`src/lsc_pkg.sv`:
```
package lsc_pkg;

	localparam int COORD_BITS = 16;
	localparam int DIV_BITS_PER_STAGE = 2;
	localparam int DIV_STAGES = COORD_BITS / DIV_BITS_PER_STAGE;
	localparam int LANES = 4;

	typedef logic signed [COORD_BITS-1:0] coord_t;
	typedef logic signed [COORD_BITS:0] snum_t;
	typedef logic [COORD_BITS-1:0] mag_t;
	typedef logic [2*COORD_BITS-1:0] prod_t;
	typedef logic signed [2*COORD_BITS+1:0] sprod_t;
	typedef logic signed [COORD_BITS+1:0] wide_t;
	typedef logic [1:0] cfg_idx_t;

	localparam cfg_idx_t REG_LEFT = 2'd0;
	localparam cfg_idx_t REG_RIGHT = 2'd1;
	localparam cfg_idx_t REG_BOTTOM = 2'd2;
	localparam cfg_idx_t REG_TOP = 2'd3;

	localparam coord_t WIN_LEFT_RST = coord_t'(-100);
	localparam coord_t WIN_RIGHT_RST = coord_t'(100);
	localparam coord_t WIN_BOTTOM_RST = coord_t'(-100);
	localparam coord_t WIN_TOP_RST = coord_t'(100);

	typedef struct packed {
		prod_t num;
		mag_t den;
		coord_t base;
		logic neg;
	} div_in_t;

	typedef struct packed {
		mag_t quo;
		logic rem_nz;
		coord_t base;
		logic neg;
	} div_out_t;

endpackage

```
`src/lsc_divider.sv`:
```
module lsc_divider (
	input logic clk,
	input logic adv,
	input lsc_pkg::div_in_t din,
	output lsc_pkg::div_out_t dout
);

	typedef struct packed {
		lsc_pkg::mag_t rem;
		lsc_pkg::mag_t low;
		lsc_pkg::mag_t quo;
		lsc_pkg::mag_t den;
		lsc_pkg::coord_t base;
		logic neg;
	} dstage_t;

	function automatic dstage_t div_steps(dstage_t s_in);
		dstage_t s;
		logic [lsc_pkg::COORD_BITS:0] trial;
		logic fits;
		s = s_in;
		for (int i = 0; i < lsc_pkg::DIV_BITS_PER_STAGE; i++) begin
			trial = {s.rem, s.low[lsc_pkg::COORD_BITS-1]};
			fits = trial >= {1'b0, s.den};
			if (fits) begin
				trial = trial - {1'b0, s.den};
			end
			s.rem = trial[lsc_pkg::COORD_BITS-1:0];
			s.low = {s.low[lsc_pkg::COORD_BITS-2:0], 1'b0};
			s.quo = {s.quo[lsc_pkg::COORD_BITS-2:0], fits};
		end
		return s;
	endfunction

	dstage_t init_c;
	dstage_t stage_s [lsc_pkg::DIV_STAGES];
	dstage_t next_c [lsc_pkg::DIV_STAGES];

	// The quotient fits in COORD_BITS because the parameter never exceeds one.
	always_comb begin
		init_c.rem = din.num[2*lsc_pkg::COORD_BITS-1:lsc_pkg::COORD_BITS];
		init_c.low = din.num[lsc_pkg::COORD_BITS-1:0];
		init_c.quo = '0;
		init_c.den = din.den;
		init_c.base = din.base;
		init_c.neg = din.neg;
	end

	for (genvar g = 0; g < lsc_pkg::DIV_STAGES; g++) begin : g_stage
		if (g == 0) begin : g_first
			assign next_c[g] = div_steps(init_c);
		end else begin : g_rest
			assign next_c[g] = div_steps(stage_s[g-1]);
		end

		always_ff @(posedge clk) begin
			if (adv) begin
				stage_s[g] <= next_c[g];
			end
		end
	end

	assign dout.quo = stage_s[lsc_pkg::DIV_STAGES-1].quo;
	assign dout.rem_nz = |stage_s[lsc_pkg::DIV_STAGES-1].rem;
	assign dout.base = stage_s[lsc_pkg::DIV_STAGES-1].base;
	assign dout.neg = stage_s[lsc_pkg::DIV_STAGES-1].neg;

endmodule

```
`config.mk`:
```
export PLATFORM = sky130hd
export DESIGN_NAME = lsc_divider
export DESIGN_NICKNAME = d
export VERILOG_FILES = /design/src/lsc_pkg.sv /design/src/lsc_divider.sv
export SDC_FILE = /design/constraint.sdc
export NUM_CORES = 1
export LEC_CHECK = 0
export ABC_CLOCK_PERIOD_IN_PS = 9400
export BUFFER_PORTS_ARGS = -buffer_cell sky130_fd_sc_hd__buf_4
export CORE_MARGIN = 2
export CORE_UTILIZATION = 60
export CTS_CLUSTER_DIAMETER = 150
export DETAILED_ROUTE_END_ITERATION = 7
export HOLD_SLACK_MARGIN = 0.12
export PLACE_DENSITY_LB_ADDON = 0.05
export SLEW_MARGIN = 20
export SYNTH_ARGS = -nofsm -noshare
export SYNTH_HDL_FRONTEND = slang
export SYNTH_SLANG_ARGS = --single-unit
```
`constraint.sdc`:
```
create_clock -name clk -period 9.4 [get_ports clk]
set_clock_uncertainty 0.2 [all_clocks]
set_input_delay 1.88 -clock clk [delete_from_list [all_inputs] [get_ports clk]]
set_output_delay 1.88 -clock clk [all_outputs]
set_load 0.05 [all_outputs]
```
# == Yosys cells after proc, flatten, opt, wreduce, memory -nomap -nowiden ==
# Memory sizes are Yosys's and may differ from the RTL's.
# Cells that the tools add are included.
# classes
n_addsub,16
multipliers,0
n_div,0
order_cmp,16
n_eq_ne,0
shifts,0
muxes,18
bitwise_logic,0
n_reduce_logical,1
# ops
op,n
$ge A17 B16 Y1,16
$mux W16,16
$sub A16 B16 Y16,16
$reduce_or A16 Y1,1
$mux W1,2
# word_totals
ff_bits,0
latch_bits,0
ram_bits,632
rom_bits,0
inputBits,67
output_inout_bits,34
elab_cells,52
n_memories,1
# mem_list
memory,depth,word_bits,rd,rd_clocked_by_memory_dff,write_ports,line,text
stage_s,8,79,8,0,8,lsc_divider.sv:36,dstage_t stage_s [lsc_pkg::DIV_STAGES];

# == Depth between registers and ports, before layout ==
# Gate-level depths: netlist of run 1.
# An unclocked memory read counts as a cell.
# depth
word_depth,5
depth_mapped,24
ltp_nobuf,22

# == Least setup slack after synthesis of run 1 ==
# No wires, ideal clock.
# synth_timing
kind,in2reg
startpoint,input din[19] (netlist name)
endpoint,"memory stage_s[0][71] (netlist name), data pin"
setup_ns,0.262
arrival_time_ns,6.494
t_required_ns,8.938
path_slack_ns,2.444
cell_stages,22
path_buffers,2
path_cell_list,inv_1 > ha_1 > o21ai_1 > a21oi_2 > o41a_1 > nor3_2 > o41ai_4 > o31ai_4 > clkbuf_1 > nand2_1 > o21ai_0 > ha_1 > nor2b_1 > o21a_1 > o21ai_0 > a211oi_1 > a211o_1 > a41oi_1 > nand2_1 > a211oi_4 > buf_6 > mux2_1
# synth_rtl
item,line,text
"start, declared",lsc_divider.sv:4,"input lsc_pkg::div_in_t din,"
"end, declared",lsc_divider.sv:36,

==> metrics.cfg, run 1 <==
[placed_design]
hpwl_um = 49100
place_congestion = 0.915
port_buffers = 100

[synthesis]
synth_xor_area_frac = 0.0585
synth_top_area_cell = edfxtp_1
synth-adder-area-share = 0.117
yosysMostFrequentCell = edfxtp_1
synthTopCellsByCount = edfxtp_1 (504), ha_1 (256), inv_1 (208), a21oi_1 (190), nand2_1 (177)
ys_types = 83
ys_seq_area_frac = 0.503
synth-async-reset-ratio = 0
netlist.area_leader.share = 0.503
synth_top_family_by_area = compound AO/OA/AOI/OAI gates
synth_area_per_cell_um2 = 11.7
syn-num-nets = 2907
synth_edf_count = 504
syn-instance-count = 2568
synth-compound-area-share = 0.141
synth_area_um2 = 30100
ys_seq_elements = 504
synth_area_leaders = edfxtp_1 (50%), ha_1 (11%), mux2_2 (4.4%), xnor2_1 (3.8%), a21oi_1 (3.2%)
synth_flop_cell = edfxtp_1
synth.area.mux_share = 0.0576
synth.yosys.warnings = 0
synth_simple_gate_area_frac = 0.0828

[sta]
rsz0062_at_grt = false
finalCritPeriodShare = 0.814
worst_pin_slew_ns = 1.03
finalHoldViolations = 0
fmax_mhz = 131
drv_slew = 0
setup_viol = 0
fin_tns_setup_ns = 0
period_needed_ns = 7.65
slew_headroom = 0.316

[floorplanning]
dieWidth_um = 228
start_util = 0.603
die_h_um = 228
ios = 101
rows = 82
fp.coreArea_um2 = 49900
dieArea_um2 = 51900

[clock_tree]
cts_tree = yes
h-tree-depth = 2
hold_buffers = 0
cts_max_path_buffers = 3
cts_setup_buffers = 0
ctsRootBufferMaster = clkbuf_16
cts_resized = 0
cts.reportedPaths.clkPinSlew_ns = 0.06
cts_sinks = 504
numCtsBuffers = 53
clk_latency_ns = 0.62

[layout]
largestRegisters = stage_s (504)
largest_register_ff_count = 504
diodes = 0
drive_gt1_frac = 0.133
nNetsFinal = 3010
fillerInstances = 3854
regMostFlops = stage_s
syn2layout_area_growth_pct = 10.2

[route]
ant_nets = 0
route.vias.total = 19900
dr.pass1.iters = 5
vias_per_cell = 5.88
drc = 0
detail_route.wirelength_um = 64600
wl_per_cell_um = 19.1
drt_iter0_drc = 1599

[global_route]
grt_pass1_wl_um = 103000
grt_antenna_before_repair = 5
overflow = 0
grt_usage = 0.248
grt_max_degree = 178
grt_pass1_vias = 19400

[worst_setup_path]
crit_path_cell_trace = buf_4 > inv_1 > ha_1 > o21ai_1 > a21oi_2 > o41a_1 > nor3_2 > o41ai_4 > o31ai_4 > o21ai_0 > ha_1 > nor2b_1 > o21a_1 > o21ai_0 > a211oi_1 > a211o_1 > a41oi_1 > nand2_1 > a211oi_4 > mux2_2
cp.arrival_ns = 7.82
worstPathRequired_ns = 9.57
path_buf_inv = 2
cp-start-kind = primary input
cp_top_family = compound AO/OA/AOI/OAI gates
slowest_delay_ns = 0.83
crit_type = primary input to register
worstPathMaxFanout = 20
cp_slowest_cell = o31ai_4
end_kind = register

[min_path]
worstHoldPathType = register to register

[flow_run]
maxCapViolations = 0

[status]
status = complete, no violations

final timing paths:
check	startpoint	endpoint	slack, ns	cells after the start
min	stage_s[1][16]$_DFFE_PP_	stage_s[1][95]$_DFFE_PP_	0.20	0
max reg2reg	stage_s[0][255]$_DFFE_PP_	stage_s[1][64]$_DFFE_PP_	2.72	19
min reg2reg	stage_s[1][16]$_DFFE_PP_	stage_s[1][95]$_DFFE_PP_	0.20	0
max	din[19]	stage_s[0][67]$_DFFE_PP_	1.75	20
cells in the final DEF, fill, tap and decap left out, types with 11 or more instances in the layout:
cell type,n
nor3_1,38
a21o_1,84
nor2_1,141
xnor2_1,130
o21a_1,40
o21bai_1,25
o31ai_1,15
nand2_1,177
mux2_2,118
o211ai_1,12
o221ai_1,17
edfxtp_1,504
fa_1,16
xor2_1,71
nor4_1,14
mux2i_1,11
a31oi_1,11
a211oi_1,22
o21ai_0,108
clkinv_1,11
mux2_1,26
nand4_1,27
buf_4,110
a21oi_1,189
nand3_1,30
clkbuf_16,53
inv_1,208
ha_1,256
nand2b_1,34
nor2b_1,22
logic make-up (layout without fill, tap and decap cells):
logic type | Yosys count | after routing
and+or+nand+nor | 531 | 531
xor gates and xnor gates | 201 | 201
DFF | 504 | 504
adders and majority gates | 272 | 272
AOI/OAI and AO/OA | 631 | 631
buffers and inverters | 274 | 421
muxes | 155 | 155
area by class of cell:
type | instances | area (µm²) | area share
flip-flops and latches | 504 | 15100 | 0.457
multi-input cells | 1790 | 13700 | 0.415
clock buffers | 61 | 1360 | 0.0409
repair buffers | 112 | 861 | 0.0260
well taps | 672 | 841 | 0.0254
inverters | 210 | 788 | 0.0238
clock inverters | 38 | 403 | 0.0122
routing by layer:
layer  track usage  vias up  part of all wire
met4        0.0696       10             0.024
met1         0.335     9544              0.45
met3        0.0384      126             0.043
met2         0.417      474              0.48
li1              -     9756                 -
met5             0        -           0.00093
stage by stage:
step	hold slack (ns)	area, µm²	setup WS [ns]	util	std cells
5_1_grt	0.216	33100	1.36	0.664	3387
6_report	0.201	33100	1.75	0.664	3387
3_5_place_dp	0.205	31400	1.08	0.629	3288
2_1_floorplan	0.200	30100	2.44	-	2568
4_1_cts	0.205	33100	1.72	0.664	3387
3_3_place_gp	0.200	31400	1.11	0.629	3288
Power of run 1 is not shown: default switching activity piles up to over one toggle a cycle in this logic, so the estimate is an artifact.
==> inputs of run 2 (changes only) <==
--- a/config.mk
+++ b/config.mk
@@ -5,7 +5,7 @@
 export SDC_FILE = /design/constraint.sdc
 export NUM_CORES = 1
 export LEC_CHECK = 0
-export ABC_CLOCK_PERIOD_IN_PS = 9400
+export ABC_CLOCK_PERIOD_IN_PS = 8000
 export BUFFER_PORTS_ARGS = -buffer_cell sky130_fd_sc_hd__buf_4
 export CORE_MARGIN = 2
 export CORE_UTILIZATION = 60
==> constraint.sdc (replaced) <==
create_clock -name clk -period 8 [get_ports clk]
set_clock_uncertainty 0.2 [all_clocks]
set_input_delay 1.6 -clock clk [delete_from_list [all_inputs] [get_ports clk]]
set_output_delay 1.6 -clock clk [all_outputs]
set_load 0.05 [all_outputs]
==> run 2 against run 1 <==
  * Wire length increased by 1.2%
  * Global-route usage increased by 0.35 points
  * Critical path type is now register to register
  * Critical endpoint is now stage_s[1][77]$_DFFE_PP_
  * Sequential cell count unchanged
  * Hold slack gained 0.011 ns
  * Highest routed layer unchanged
==> metrics.cfg, run 2 (same netlist as run 1, synthesis figures left out) <==
[status]
status = complete, no violations  ; unchanged

[sta]
period_needed_ns = 6.74
finalCritPeriodShare = 0.843
slew_headroom = 0.299  ; was 0.316
worst_pin_slew_ns = 1.05  ; was 1.03 ns
fmax_mhz = 148
drv_slew = 0  ; unchanged
rsz0062_at_grt = false  ; unchanged
finalHoldViolations = 0  ; unchanged
fin_tns_setup_ns = 0  ; unchanged
setup_viol = 0  ; unchanged

[clock_tree]
cts_resized = 0  ; unchanged
cts_tree = yes  ; unchanged
hold_buffers = 0  ; unchanged
ctsRootBufferMaster = clkbuf_16  ; unchanged
cts_sinks = 504  ; unchanged
cts_setup_buffers = 0  ; unchanged
clk_latency_ns = 0.62  ; about the same
numCtsBuffers = 52  ; was 53
cts_max_path_buffers = 3  ; unchanged
h-tree-depth = 2  ; unchanged
cts.reportedPaths.clkPinSlew_ns = 0.06  ; about the same

[worst_setup_path]
reg2reg_slack_ns = 1.26  ; was 2.72 ns
r2r_cells = 19  ; unchanged
crit_type = register to register  ; was primary input to register
crit_path_cell_trace = inv_1 > ha_1 > nor2b_1 > o31ai_1 > a21boi_1 > o211a_1 > nor3_2 > or2_1 > inv_2 > mux2_2 > ha_1 > a211o_1 > o22ai_1 > a21oi_1 > a21o_1 > o31a_1 > a2111oi_4 > o211ai_2 > mux2_1  ; was buf_4 > inv_1 > ha_1 > o21ai_1 > a21oi_2 > o41a_1 > nor3_2 > o41ai_4 > o31ai_4 > o21ai_0 > ha_1 > nor2b_1 > o21a_1 > o21ai_0 > a211oi_1 > a211o_1 > a41oi_1 > nand2_1 > a211oi_4 > mux2_2
r2r_start = stage_s[0][255]$_DFFE_PP_  ; unchanged
cp-endpoint = stage_s[1][77]$_DFFE_PP_  ; was stage_s[0][67]$_DFFE_PP_
crit_top_cell = ha_1
cp-start-kind = register  ; was primary input
crit_start = stage_s[0][255]$_DFFE_PP_  ; was din[19]
worstPathRequired_ns = 8.16  ; was 9.57 ns
cp.arrival_ns = 6.90  ; was 7.82 ns
r2r-end = stage_s[1][77]$_DFFE_PP_  ; was stage_s[1][64]$_DFFE_PP_
end_kind = register  ; unchanged
slowest_delay_ns = 0.53  ; was 0.83 ns
cp_slowest_cell = or2_1  ; was o31ai_4
worstPathMaxFanout = 23  ; was 20

[layout]
fillerInstances = 3818  ; was 3,854
final_cell_mix = edfxtp_1 (504), ha_1 (256), inv_1 (208), a21oi_1 (189), nand2_1 (177)  ; unchanged
drive_gt1_frac = 0.131  ; was 0.133
fin_area_um2 = 33000  ; was 33,100 µm²
nNetsFinal = 3009  ; was 3,010
layoutNonFillerInstCount = 3380  ; was 3,387
diodes = 0  ; unchanged
fin_util = 0.663  ; was 0.664
regMostFlops = stage_s  ; unchanged
layout_commonest_cell = edfxtp_1  ; unchanged
syn2layout_area_growth_pct = 9.87  ; was 10.2%
largestRegisters = stage_s (504)  ; unchanged
largest_register_ff_count = 504  ; unchanged

[route]
drc = 0  ; unchanged
vias_per_cell = 5.89  ; was 5.88
wl_met1_um = 29200  ; was 29,300 µm
ant_nets = 0  ; unchanged
routed-wl-met3_um = 3390  ; was 2780 µm
met2RoutedLength_um = 30800  ; was 30,900 µm
detail_route.wirelength_um = 65400  ; was 64,600 µm
wl_per_cell_um = 19.3  ; was 19.1 µm
drt_iter0_drc = 1511  ; was 1,599
route.vias.total = 19900  ; about the same
dr.pass1.iters = 5  ; unchanged
routed.top_layer = met5  ; unchanged

[floorplanning]
fp.coreArea_um2 = 49900  ; unchanged
rows = 82  ; unchanged
die_h_um = 228  ; unchanged
dieArea_um2 = 51900  ; unchanged
dieWidth_um = 228  ; unchanged
ios = 101  ; unchanged
start_util = 0.603  ; unchanged

[global_route]
grt_pass1_wl_um = 104000  ; was 103,000 µm
grt_pass1_vias = 19800  ; was 19.4k
overflow = 0  ; unchanged
grt_antenna_before_repair = 4  ; was 5
grt_max_degree = 179  ; was 178
grt_usage = 0.251  ; was 0.248

[placed_design]
port_buffers = 100  ; unchanged
place_congestion = 0.930  ; was 0.915
placed_area_um2 = 31400  ; about the same
hpwl_um = 49500  ; was 49,100 µm
place_inst = 3288  ; unchanged

[min_path]
holdPathStages = 0  ; unchanged
worstHoldPathType = register to register  ; unchanged

[flow_run]
maxCapViolations = 0  ; unchanged

==> run 2: how the worst min path moves through the flow <==
| stage | end | slack, ns | from |
|---|---|---|---|
| after floorplan | stage_s[0][114]$_DFFE_PP_ | 0.20 | stage_s[0][33]$_DFFE_PP_ |
| after global placement | stage_s[1][84]$_DFFE_PP_ | 0.20 | stage_s[1][5]$_DFFE_PP_ |
| after detailed placement | stage_s[0][216]$_DFFE_PP_ | 0.20 | stage_s[0][135]$_DFFE_PP_ |
| after CTS | stage_s[1][273]$_DFFE_PP_ | 0.21 | stage_s[1][192]$_DFFE_PP_ |
| after global routing | stage_s[1][35]$_DFFE_PP_ | 0.22 | stage_s[0][270]$_DFFE_PP_ |
| final | stage_s[1][273]$_DFFE_PP_ | 0.21 | stage_s[1][192]$_DFFE_PP_ |
==> run 2: final cells by class <==
type	count	area [µm²]	share of cell area
Clock inverter	33	313	0.00947
Inverter	210	788	0.0239
Tap cell	672	841	0.0254
Clock buffer	59	1350	0.0408
Sequential cell	504	15100	0.458
Multi-Input combinational cell	1790	13700	0.416
Timing Repair Buffer	112	873	0.0264
==> run 2: stage by stage <==
step	setup slack, ns	hold WS, ns
after global placement	0.814	0.200
after floorplan	1.32	0.200
after global routing	0.798	0.221
final	1.26	0.212
after CTS	1.31	0.213
after detailed placement	0.725	0.205
==> run 2: per-layer routing <==
metal  vias to the layer above  global-route usage
met2                       513               0.414
met5                         -                   0
met1                      9514               0.343
met3                       139              0.0415
met4                         8              0.0772
li1                       9733                   -
==> run 2: critical path: cells and delay by family (launching register included) <==
kind / cells / cell delay [ns]
AOI/OAI and AO/OA: 10 / 2.92
adders and majority gates: 2 / 0.61
DFF: 1 / 0.50
and+or+nand+nor: 3 / 0.91
muxes: 2 / 0.83
buffers and inverters: 2 / 0.49
Power of run 2 is left out for the same reason.
==> inputs of run 3 (changes only) <==
--- a/config.mk
+++ b/config.mk
@@ -5,10 +5,10 @@
 export SDC_FILE = /design/constraint.sdc
 export NUM_CORES = 1
 export LEC_CHECK = 0
-export ABC_CLOCK_PERIOD_IN_PS = 8000
+export ABC_CLOCK_PERIOD_IN_PS = 6100
 export BUFFER_PORTS_ARGS = -buffer_cell sky130_fd_sc_hd__buf_4
 export CORE_MARGIN = 2
-export CORE_UTILIZATION = 60
+export CORE_UTILIZATION = 57
 export CTS_CLUSTER_DIAMETER = 150
 export DETAILED_ROUTE_END_ITERATION = 7
 export HOLD_SLACK_MARGIN = 0.12
==> constraint.sdc (replaced) <==
create_clock -name clk -period 6.1 [get_ports clk]
set_clock_uncertainty 0.2 [all_clocks]
set_input_delay 1.22 -clock clk [delete_from_list [all_inputs] [get_ports clk]]
set_output_delay 1.22 -clock clk [all_outputs]
set_load 0.05 [all_outputs]
==> run 3 against run 2 <==
  * Setup slack got worse by 0.96 ns
  * Hold slack got worse by 0.012 ns
  * Largest cell class unchanged
  * Non-clock buffer count rose by 49
  * Wire length rose by 2.3%
  * Final area rose by 1.5%
  * Maximum frequency rose by 16%
  * Highest routed layer unchanged
  * Via count rose by 0.70%
  * Final cell count rose by 2.0%
  * Die area rose by 5.2%
  * Sequential share of layout area fell by 0.69 points
==> metrics.cfg, run 3 (same netlist as run 1, synthesis figures left out) <==
[global_route]
overflow = 0  ; unchanged
grt_antenna_before_repair = 1  ; was 4
grt_max_degree = 129  ; was 179
grt_pass1_vias = 19500  ; was 19.8k
grt_pass1_wl_um = 105000  ; was 104,000 µm
grt_usage = 0.245  ; was 0.251

[floorplanning]
die_h_um = 234  ; was 228 µm
dieArea_um2 = 54600  ; was 51,900 µm²
fp.coreArea_um2 = 52300  ; was 49,900 µm²
dieWidth_um = 234  ; was 228 µm
rows = 84  ; was 82
start_util = 0.575  ; was 0.603
ios = 101  ; unchanged

[layout]
syn2layout_area_growth_pct = 11.5  ; was 9.87%
fillerInstances = 4109  ; was 3,818
final_cell_mix = edfxtp_1 (504), ha_1 (256), inv_1 (207), a21oi_1 (187), nand2_1 (177)  ; was edfxtp_1 (504), ha_1 (256), inv_1 (208), a21oi_1 (189), nand2_1 (177)
largest_register_ff_count = 504  ; unchanged
largestRegisters = stage_s (504)  ; unchanged
regMostFlops = stage_s  ; unchanged
layoutNonFillerInstCount = 3449  ; was 3,380
diodes = 0  ; unchanged
layout_commonest_cell = edfxtp_1  ; unchanged
nNetsFinal = 3059  ; was 3,009
drive_gt1_frac = 0.151  ; was 0.131

[sta]
fmax_mhz = 172  ; was 148 MHz
whs_ns = 0.201  ; was 0.212 ns
finalCritPeriodShare = 0.952  ; was 0.843
fin_tns_setup_ns = 0  ; unchanged
period_needed_ns = 5.81  ; was 6.74 ns
setup_viol = 0  ; unchanged
finalHoldViolations = 0  ; unchanged
slew_headroom = 0.376  ; was 0.299
worst_pin_slew_ns = 0.935  ; was 1.05 ns
drv_slew = 0  ; unchanged

[min_path]
worstHoldPathType = register to register  ; unchanged
holdPathStages = 0  ; unchanged

[route]
wl_per_cell_um = 19.4  ; was 19.3 µm
ant_nets = 0  ; unchanged
drt_iter0_drc = 1637  ; was 1,511
vias_per_cell = 5.81  ; was 5.89
detail_route.wirelength_um = 66900  ; was 65,400 µm
drc = 0  ; unchanged
dr.pass1.iters = 5  ; unchanged
route.vias.total = 20000  ; was 19.9k

[clock_tree]
cts_sinks = 504  ; unchanged
ctsRootBufferMaster = clkbuf_16  ; unchanged
hold_buffers = 0  ; unchanged
clk_latency_ns = 0.64  ; was 0.62 ns
cts_max_path_buffers = 3  ; unchanged
numCtsBuffers = 53  ; was 52
cts_tree = yes  ; unchanged
h-tree-depth = 2  ; unchanged
cts.reportedPaths.clkPinSlew_ns = 0.06  ; about the same

[placed_design]
place_congestion = 0.941  ; was 0.930
port_buffers = 100  ; unchanged
place_inst = 3350  ; was 3,288
hpwl_um = 51000  ; was 49,500 µm

[status]
status = complete, no violations  ; unchanged

[worst_setup_path]
end_kind = register  ; unchanged
worstPathRequired_ns = 6.28  ; was 8.16 ns
r2r_cells = 18  ; was 19
cp-start-kind = register  ; unchanged
worstPathMaxFanout = 17  ; was 23
cp.arrival_ns = 5.99  ; was 6.90 ns
crit_type = register to register  ; unchanged

[flow_run]
maxCapViolations = 0  ; unchanged

## run 3: cell types whose count changed in the layout (fill, tap and decap cells not counted), sizes merged
cell	previous run	this run
buf	112	161
clkbuf	59	64
clkinvlp	2	4
bufinv	4	3
clkinv	25	24
inv	212	211
## run 3: per-stage QoR
stage | worst slack (ns) | utilization | cell area, µm²
after global placement | 0.0691 | 0.607 | 31800
after global routing | -0.00434 | 0.641 | 33500
after CTS | 0.0990 | 0.639 | 33500
final | 0.291 | 0.641 | 33500
after detailed placement | -0.0707 | 0.607 | 31800
after floorplan | 0.00364 | - | 30100
## run 3: worst paths after layout
path,startpoint,slack (ns),end
max,stage_s[0][97]$_DFFE_PP_,0.29,stage_s[0][234]$_DFFE_PP_
min,stage_s[1][203]$_DFFE_PP_,0.20,stage_s[1][284]$_DFFE_PP_
max reg2reg,stage_s[0][97]$_DFFE_PP_,0.29,stage_s[0][234]$_DFFE_PP_
min reg2reg,stage_s[1][203]$_DFFE_PP_,0.20,stage_s[1][284]$_DFFE_PP_
## run 3: cell type report
cell class	count	area, µm²	share of cell area
flip-flops and latches	504	15100	0.451
multi-input cells	1790	13800	0.411
clock buffers	64	1370	0.0408
repair buffers	161	1270	0.0378
well taps	688	861	0.0257
inverters	210	788	0.0235
clock inverters	32	330	0.00985
## run 3: repair_timing
action,4_1_cts,5_1_grt
gates resized for setup,0,12
buffers inserted,0,3
endpoints found under the setup margin,0,70
## run 3: metal layers
layer	GRT usage	vias to the layer above	wire, µm
li1	-	9841	-
met2	0.392	477	31000
met4	0.0730	2	1740
met5	0	-	8
met1	0.347	9621	31200
met3	0.0349	106	2920
## run 3: critical path, cell delays in order, from the launching register on
cell	delay (ns)
edfxtp_1	0.40
inv_1	0.20
ha_1	0.28
nor2b_1	0.15
o211ai_1	0.24
a31o_2	0.22
a21oi_1	0.12
a221o_1	0.42
o21ai_2	0.35
mux2_2	0.40
ha_1	0.29
or2_2	0.30
a31oi_1	0.23
a21oi_1	0.13
a2111oi_4	0.43
o21ai_0	0.22
a221oi_2	0.28
o21ai_2	0.31
mux2_2	0.38
Power of run 3 is left out for the same reason.
